File: src/rtl/core/nsrc_pkg.sv
// Package of the nearest sample rate converter: item types, register map,
// sequencer states and constants. No dependencies.
`timescale 1ns / 1ps

package nsrc_pkg;

  // Register reset values and limits
  localparam logic [11:0] StepReset      = 12'd256;
  localparam logic [1:0]  SampleWidth16  = 2'd2;
  localparam logic [23:0] CountReset     = 24'd0;
  localparam int          ChunkSizeDef   = 1024;
  localparam int          MaxPerInput    = 4;
  localparam int          AddrW          = 4;

  // Register index within the APB map (byte address / 4)
  typedef enum logic [1:0] {
    REG_STEP  = 2'd0,
    REG_WIDTH = 2'd1,
    REG_COUNT = 2'd2
  } reg_idx_t;

  // Shared adder operations
  typedef enum logic {
    ALU_ADD = 1'b0,
    ALU_SUB = 1'b1
  } alu_op_t;

  // Sequencer states
  typedef enum logic [1:0] {
    ST_IDLE    = 2'd0,
    ST_TEST    = 2'd1,
    ST_ADVANCE = 2'd2,
    ST_BUMP    = 2'd3
  } state_t;

  typedef struct packed {
    logic [11:0] step_fraction;
    logic [1:0]  sample_width;
    logic [23:0] output_count;
  } cfg_t;

  typedef struct packed {
    logic [15:0] raw_sample;
    logic        sound_start;
  } in_item_t;

  typedef struct packed {
    logic signed [15:0] out_sample;
    logic [9:0]         chunk_offset;
    logic               chunk_begin;
    logic               run_last;
    logic               sound_done;
  } out_item_t;

endpackage

File: src/rtl/core/nsrc_regs.sv
// APB configuration registers: step, sample width and output count.
// Depends on nsrc_pkg.
`timescale 1ns / 1ps

module nsrc_regs (
  input  logic                         clk,
  input  logic                         rst,
  input  logic                         psel,
  input  logic                         penable,
  input  logic                         pwrite,
  input  logic [nsrc_pkg::AddrW-1:0]   paddr,
  input  logic [31:0]                  pwdata,
  output logic [31:0]                  prdata,
  output logic                         pready,
  output nsrc_pkg::cfg_t               cfg
);
  import nsrc_pkg::*;

  logic     wr_en;
  reg_idx_t idx;

  assign pready = 1'b1;
  assign wr_en  = psel & penable & pwrite;
  assign idx    = reg_idx_t'(paddr[3:2]);

  // Register writes on the access phase
  always_ff @(posedge clk) begin
    if (rst) begin
      cfg.step_fraction <= StepReset;
      cfg.sample_width  <= SampleWidth16;
      cfg.output_count  <= CountReset;
    end else if (wr_en) begin
      case (idx)
        REG_STEP:  cfg.step_fraction <= pwdata[11:0];
        REG_WIDTH: cfg.sample_width  <= pwdata[1:0];
        REG_COUNT: cfg.output_count  <= pwdata[23:0];
        default: ;
      endcase
    end
  end

  // Read mux
  always_comb begin
    case (idx)
      REG_STEP:  prdata = {20'd0, cfg.step_fraction};
      REG_WIDTH: prdata = {30'd0, cfg.sample_width};
      REG_COUNT: prdata = {8'd0, cfg.output_count};
      default:   prdata = 32'd0;
    endcase
  end

endmodule

File: src/rtl/core/nsrc_alu.sv
// Shared 32-bit add/subtract unit, time-multiplexed by the sequencer.
// Depends on nsrc_pkg.
`timescale 1ns / 1ps

module nsrc_alu (
  input  nsrc_pkg::alu_op_t op,
  input  logic [31:0]       a,
  input  logic [31:0]       b,
  output logic [31:0]       y
);
  import nsrc_pkg::*;

  // Subtract as add of the inverted operand plus one
  always_comb begin
    case (op)
      ALU_ADD: y = a + b;
      ALU_SUB: y = a + ~b + 32'd1;
      default: y = a + b;
    endcase
  end

endmodule

File: src/rtl/core/nsrc_seq.sv
// Sequencer and state of the converter: position test, output emission,
// position advance and source index update through the shared adder.
// Depends on nsrc_pkg and nsrc_alu.
`timescale 1ns / 1ps

module nsrc_seq #(
  parameter int CHUNK_SIZE = nsrc_pkg::ChunkSizeDef
) (
  input  logic                 clk,
  input  logic                 rst,
  input  nsrc_pkg::cfg_t       cfg,
  input  logic                 sample_valid,
  output logic                 sample_ready,
  input  nsrc_pkg::in_item_t   sample_item,
  output logic                 result_valid,
  input  logic                 result_ready,
  output nsrc_pkg::out_item_t  result_item
);
  import nsrc_pkg::*;

  localparam int ChunkW = (CHUNK_SIZE > 1) ? $clog2(CHUNK_SIZE) : 1;
  localparam int CntW   = $clog2(MaxPerInput + 1);

  state_t      state, state_next;
  alu_op_t     alu_op;
  logic [31:0] alu_a, alu_b, alu_y;

  // Sound state
  logic [23:0]       source_index;
  logic [31:0]       position_accum;
  logic [23:0]       outputs_done;
  logic [ChunkW-1:0] chunk_cnt;

  // Per-item working registers
  logic [15:0]     sample_conv;
  logic [CntW-1:0] n_cnt;
  out_item_t       pending;
  logic            have_pending;

  logic accept, slot_free, due, take, push;

  nsrc_alu u_alu (
    .op (alu_op),
    .a  (alu_a),
    .b  (alu_b),
    .y  (alu_y)
  );

  // Output due: below per-item cap, sound not complete, position not ahead
  assign slot_free = !result_valid || result_ready;
  assign due       = (n_cnt < CntW'(MaxPerInput)) &&
                     (outputs_done < cfg.output_count) && !alu_y[23];
  assign accept    = sample_valid && sample_ready;
  assign take      = (state == ST_TEST) && due && (!have_pending || slot_free);
  assign push      = (state == ST_TEST) && have_pending && slot_free;

  // Next state
  always_comb begin
    state_next = state;
    case (state)
      ST_IDLE: begin
        if (sample_valid) state_next = ST_TEST;
      end
      ST_TEST: begin
        if (!have_pending || slot_free) state_next = due ? ST_ADVANCE : ST_BUMP;
      end
      ST_ADVANCE: state_next = ST_TEST;
      ST_BUMP:    state_next = ST_IDLE;
      default:    state_next = ST_IDLE;
    endcase
  end

  // Outputs: handshake and adder operand select
  always_comb begin
    sample_ready = 1'b0;
    alu_op       = ALU_ADD;
    alu_a        = 32'd0;
    alu_b        = 32'd0;
    case (state)
      ST_IDLE: sample_ready = 1'b1;
      ST_TEST: begin
        // modular distance source_index - integer position
        alu_op = ALU_SUB;
        alu_a  = {8'd0, source_index};
        alu_b  = {8'd0, position_accum[31:8]};
      end
      ST_ADVANCE: begin
        alu_a = position_accum;
        alu_b = {20'd0, cfg.step_fraction};
      end
      ST_BUMP: begin
        alu_a = {8'd0, source_index};
        alu_b = 32'd1;
      end
      default: ;
    endcase
  end

  always_ff @(posedge clk) begin
    if (rst) state <= ST_IDLE;
    else     state <= state_next;
  end

  // Sound state and per-item control
  always_ff @(posedge clk) begin
    if (rst) begin
      source_index   <= 24'd0;
      position_accum <= 32'd0;
      outputs_done   <= 24'd0;
      chunk_cnt      <= '0;
      n_cnt          <= '0;
      have_pending   <= 1'b0;
    end else begin
      if (accept) begin
        n_cnt        <= '0;
        have_pending <= 1'b0;
        if (sample_item.sound_start) begin
          source_index   <= 24'd0;
          position_accum <= 32'd0;
          outputs_done   <= 24'd0;
          chunk_cnt      <= '0;
        end
      end
      if (take) begin
        have_pending <= 1'b1;
        outputs_done <= outputs_done + 24'd1;
        n_cnt        <= n_cnt + CntW'(1);
        if (chunk_cnt == ChunkW'(CHUNK_SIZE - 1)) chunk_cnt <= '0;
        else                                      chunk_cnt <= chunk_cnt + ChunkW'(1);
      end else if (push) begin
        have_pending <= 1'b0;
      end
      if (state == ST_ADVANCE) position_accum <= alu_y;
      if (state == ST_BUMP)    source_index   <= alu_y[23:0];
    end
  end

  // Sample conversion and pending result payload
  always_ff @(posedge clk) begin
    if (accept) begin
      if (cfg.sample_width == SampleWidth16) sample_conv <= sample_item.raw_sample;
      else sample_conv <= {~sample_item.raw_sample[7], sample_item.raw_sample[6:0], 8'h00};
    end
    if (take) begin
      pending.out_sample   <= sample_conv;
      pending.chunk_offset <= 10'(chunk_cnt);
      pending.chunk_begin  <= (chunk_cnt == '0);
      pending.run_last     <= 1'b0;
      pending.sound_done   <= ((outputs_done + 24'd1) == cfg.output_count);
    end
  end

  // Output register; the run ends when no further output is due
  always_ff @(posedge clk) begin
    if (rst) begin
      result_valid <= 1'b0;
    end else if (push) begin
      result_valid <= 1'b1;
    end else if (result_ready) begin
      result_valid <= 1'b0;
    end
  end

  always_ff @(posedge clk) begin
    if (push) begin
      result_item <= {pending.out_sample, pending.chunk_offset, pending.chunk_begin,
                      !due, pending.sound_done};
    end
  end

endmodule

File: src/rtl/core/nearest_sample_rate_converter.sv
// Nearest-neighbor sample rate converter top level: APB registers and sequencer.
// Per item: accept in idle, then per result a position test and a shared-adder
// position advance, then a final position test and the source index update; a
// stalled result register holds the sequencer in the position test. New items
// are taken only in idle; the first result is registered at the second test.
// Reset (rst, synchronous): registers to defaults, position and counters to zero.
`timescale 1ns / 1ps

module nearest_sample_rate_converter #(
  parameter int CHUNK_SIZE = nsrc_pkg::ChunkSizeDef
) (
  input  logic                        clk,
  input  logic                        rst,
  input  logic                        psel,
  input  logic                        penable,
  input  logic                        pwrite,
  input  logic [nsrc_pkg::AddrW-1:0]  paddr,
  input  logic [31:0]                 pwdata,
  output logic [31:0]                 prdata,
  output logic                        pready,
  input  logic                        sample_valid,
  output logic                        sample_ready,
  input  nsrc_pkg::in_item_t          sample_item,
  output logic                        result_valid,
  input  logic                        result_ready,
  output nsrc_pkg::out_item_t         result_item
);
  import nsrc_pkg::*;

  cfg_t cfg;

  nsrc_regs u_regs (
    .clk     (clk),
    .rst     (rst),
    .psel    (psel),
    .penable (penable),
    .pwrite  (pwrite),
    .paddr   (paddr),
    .pwdata  (pwdata),
    .prdata  (prdata),
    .pready  (pready),
    .cfg     (cfg)
  );

  nsrc_seq #(
    .CHUNK_SIZE (CHUNK_SIZE)
  ) u_seq (
    .clk          (clk),
    .rst          (rst),
    .cfg          (cfg),
    .sample_valid (sample_valid),
    .sample_ready (sample_ready),
    .sample_item  (sample_item),
    .result_valid (result_valid),
    .result_ready (result_ready),
    .result_item  (result_item)
  );

endmodule

File: config.mk
export PLATFORM = sky130hd
export DESIGN_NAME = nearest_sample_rate_converter
export DESIGN_NICKNAME = d
export VERILOG_FILES = /design/src/rtl/core/nsrc_pkg.sv /design/src/rtl/core/nsrc_regs.sv /design/src/rtl/core/nsrc_alu.sv /design/src/rtl/core/nsrc_seq.sv /design/src/rtl/core/nearest_sample_rate_converter.sv
export SDC_FILE = /design/constraint.sdc
export NUM_CORES = 1
export LEC_CHECK = 0
export BUFFER_PORTS_ARGS = -buffer_cell sky130_fd_sc_hd__clkbuf_2
export CAP_MARGIN = 40
export CELL_PAD_IN_SITES_DETAIL_PLACEMENT = 0
export CELL_PAD_IN_SITES_GLOBAL_PLACEMENT = 1
export CORE_MARGIN = 3
export CORE_UTILIZATION = 46
export DETAILED_ROUTE_END_ITERATION = 12
export PLACE_DENSITY = 0.87
export SYNTH_ARGS = -nofsm -noshare
export SYNTH_HDL_FRONTEND = slang
export SYNTH_HIERARCHICAL = 1
export SYNTH_SLANG_ARGS = --single-unit
File: constraint.sdc
create_clock -name clk -period 5.7 [get_ports clk]
set_input_delay 0.285 -clock clk [delete_from_list [all_inputs] [get_ports clk]]
set_output_delay 0.285 -clock clk [all_outputs]
set_load 0.01 [all_outputs]
==> qor.csv <==
stage,metric,value,unit
outcome,status,"finished, final reports clean",
floorplanning,I/O pin count,124,
detailed_routing,vias,12100,
finish,fraction of layout cells with a size suffix above 1,12.9,%
yosys,Cells after Synth,1655,
global_routing,Total GRT Usage,22.2,%
finish,Area growth syn-to-layout,12.7,%
cts,TritonCTS clock tree,built,
detailed_routing,routed len/inst,17.5,um
timing,Slew Limit Fails,0,
global_routing,GRT overflow,0,
yosys,Avg Synthesized Cell Area,8.36,sq um
timing,Final Hold Viols,0,
global_routing,vias in the first global route,11300,
yosys,Yosys warning count,6,
timing,RSZ-0062 raised after global routing,false,
detailed_routing,Pre-Repair DR Iteration Count,5,
timing,Tmin final,5.32,ns
detailed_routing,final WL,37300,um
cts,post-CTS setup buffer count,0,
cts,Clock transition at path regs,0.06,ns
hold_path,HP Class,in2reg,
power,Pleak,6.22,nW
detailed_routing,First DRT Iteration DRCs,1010,
cts,Sink Count,208,
placement,Area after DPL,14700,sq um
timing,worst-margin pin slew,0.865,ns
timing,Max Freq,188,MHz
timing,Setup TNS,0,ns
finish,Ant. Diodes,0,
timing,headroom to the max-slew limit,41.8,%
timing,Worst Clk Skew,0.0295,ns
timing,Final Cycle Share,93.3,%
yosys,ys async rst share,0,%
floorplanning,Die W,179,um
power,maximum VDD drop,0.178,mV
cts,Worst-Skew Late Latency,0.51,ns
timing,setup violators final,0,
finish,Non-Filler Instances,2131,
yosys,register area share after synthesis,35.4,%
finish,Final nets,1883,
finish,fin area,15600,sq um
placement,RD Place Congestion,0.924,
worst_setup_path,CP Launch Type,flop,
power,Power Dens Cells,237,nW/um^2
worst_setup_path,CP Max Fanout,28,
placement,placed cells,2090,
cts,CTS root buffer,clkbuf_16,
cts,H-tree levels,1,
floorplanning,Core Region,29200,sq um
worst_setup_path,Worst EP required,6.11,ns
global_routing,initial antenna violation count,1,
flow_run,max cap viols,0,
worst_setup_path,worst setup path class,reg2reg,
floorplanning,die area,32200,sq um
floorplanning,Core Rows,62,
worst_setup_path,worst path arrival time,5.73,ns
detailed_routing,Antenna Violating Nets Remaining,0,
yosys,Synth Flop Type,dfxtp_1,
floorplanning,Starting Density,47.4,%
detailed_routing,Residual DRC,0,
global_routing,first-pass GRT wire length,60800,um
yosys,#FFs+latches synth,208,
yosys,Synth Cell Area,13800,sq um
cts,TritonCTS buffer count,23,
global_routing,largest net degree at the start of global routing,99,
detailed_routing,vias per cell,5.66,
placement,DP HPWL,27400,um
cts,CTS max path bufs,3,
yosys,Yosys cell types,91,
worst_setup_path,critical path endpoint category,flop,
floorplanning,die height,179,um
placement,IO Port Bufs,104,
yosys,"EDFF count, synth",73,
==> cells in the final DEF, fill, tap and decap left out, drive strengths merged, types with 5 or more instances in the layout <==
cell / n
inv: 100
nand2b: 77
and3: 11
conb: 24
o21ai: 96
nand2: 191
a21o: 23
o211ai: 13
xor2: 20
a21oi: 152
nor4: 20
a221oi: 5
nor3: 29
buf: 37
a211oi: 5
nand3: 98
a221o: 5
clkinv: 9
mux2: 7
o21bai: 9
dfxtp: 135
a31oi: 7
xnor2: 42
o22ai: 8
and2: 47
or3: 11
o31ai: 18
o21a: 8
edfxtp: 73
or4: 6
mux2i: 53
ha: 90
o41ai: 5
nand4: 18
a22o: 11
nor2: 80
bufinv: 5
clkbuf: 128
nor2b: 13
==> per-stage QoR <==
step / worst slack (ns) / power, mW / hold slack, ns / util [%]
2_1_floorplan: 0.583 / 1.96 / 0.400 / -
3_3_place_gp: 0.525 / 2.10 / 0.400 / 50.4
3_5_place_dp: 0.380 / 2.11 / 0.405 / 50.5
4_1_cts: 0.339 / 3.73 / 0.00303 / 53.4
5_1_grt: 0.00507 / 3.84 / 0.0145 / 53.4
6_report: 0.384 / 3.70 / 0.0109 / 53.4
==> registers in the layout (all words and copies together), names as in the netlist <==
register / flops
u_seq/state: 2
u_seq/source_index: 24
u_seq/sample_conv: 16
u_seq/have_pending: 1
u_seq/chunk_cnt: 10
u_regs/cfg: 38
u_seq/result_item: 29
u_seq/result_valid: 1
u_seq/pending: 28
u_seq/outputs_done: 24
u_seq/position_accum: 32
u_seq/n_cnt: 3
==> area by class of cell <==
cell class | count | area (sq um)
clock buffers | 25 | 603
clock inverters | 16 | 221
multi-input cells | 1258 | 8160
fillers | 2777 | 13600
flip-flops and latches | 208 | 4900
inverters | 100 | 375
repair buffers | 140 | 858
well taps | 384 | 480
==> Yosys cell counts (all sizes together) (6+ instances only) <==
| cell | number | area [sq um] |
|---|---|---|
| nand2 | 191 | 717 |
| a21oi | 152 | 776 |
| dfxtp | 135 | 2700 |
| inv | 99 | 372 |
| nand3 | 98 | 508 |
| o21ai | 96 | 480 |
| ha | 90 | 1130 |
| nor2 | 80 | 319 |
| nand2b | 77 | 482 |
| edfxtp | 73 | 2190 |
| clkbuf | 66 | 249 |
| mux2i | 53 | 531 |
| and2 | 47 | 294 |
| buf | 44 | 289 |
| xnor2 | 42 | 368 |
| nor3 | 29 | 150 |
| a21o | 23 | 173 |
| nor4 | 20 | 138 |
| xor2 | 20 | 175 |
| nand4 | 18 | 119 |
| o31ai | 18 | 140 |
| nor2b | 13 | 81.3 |
| o211ai | 13 | 97.6 |
| a22o | 11 | 96.3 |
| and3 | 11 | 68.8 |
| or3 | 11 | 68.8 |
| o21bai | 9 | 67.6 |
| o21a | 8 | 60.1 |
| o22ai | 8 | 50.1 |
| a31oi | 7 | 50.1 |
| mux2 | 7 | 78.8 |
| or4 | 6 | 52.6 |
==> report_power, final <==
group          switching (mW)  total [mW]  internal (mW)
Clock                   0.618        1.61          0.995
Combinational           0.318       0.484          0.166
Sequential             0.0223        1.60           1.58
==> per-layer routing <==
metal	wire length, um	share of wire (%)	up-vias	track usage (%)
met5	13	0.035	-	0
met4	787	2.1	2	5.01
met3	1930	5.2	59	2.83
met2	16600	44	339	34.8
met1	18000	48	5676	32.9
li1	-	-	5976	-
==> worst paths after layout <==
| path | startpoint | slack (ns) | depth (start not counted) | to |
|---|---|---|---|---|
| setup / recovery | u_seq/state[1] | 0.38 | 18 | u_seq/chunk_cnt[7] |
| hold / removal | pwdata[19] | 0.01 | 3 | u_regs/cfg[19] |
| setup reg to reg | u_seq/state[1] | 0.38 | 18 | u_seq/chunk_cnt[7] |
| hold reg to reg | u_seq/pending[27] | 0.42 | 0 | u_seq/result_item[27] |
==> worst max-delay path: stages (launching register included) <==
cell	delay, ns
dfxtp_1	0.48
buf_4	0.26
nand2_1	0.08
o21ai_0	0.27
ha_1	0.38
or4_1	0.57
a21oi_2	0.13
o31ai_2	0.13
a32oi_4	0.26
a21oi_1	0.16
o31ai_1	0.24
o211ai_1	0.14
xor2_1	0.22
or3_1	0.36
a221o_1	0.31
or4_1	0.53
nor2_8	0.38
nand2_1	0.13
o21ai_1	0.16
==> what timing repair did <==
| action | CTS | global route |
|---|---|---|
| hold buffers | 0 | 0 |
| endpoints found under the hold margin | 0 | 0 |
| resized for setup | 0 | 4 |
| endpoints found under the setup margin | 0 | 48 |
==> cells by family (layout without fill, tap and decap cells) <==
family / count (synthesis) / after routing / share of synthesized area [%]
muxes: 60 / 60 / 4.40
adders and majority gates: 92 / 92 / 8.43
buffers and inverters: 210 / 281 / 6.60
other: 3 / 24 / 0.0814
and+or+nand+nor: 620 / 620 / 22.9
DFF: 208 / 208 / 35.4
xor gates and xnor gates: 62 / 62 / 3.92
AOI/OAI and AO/OA: 400 / 400 / 18.3
Power figures use the tool's default switching activity.
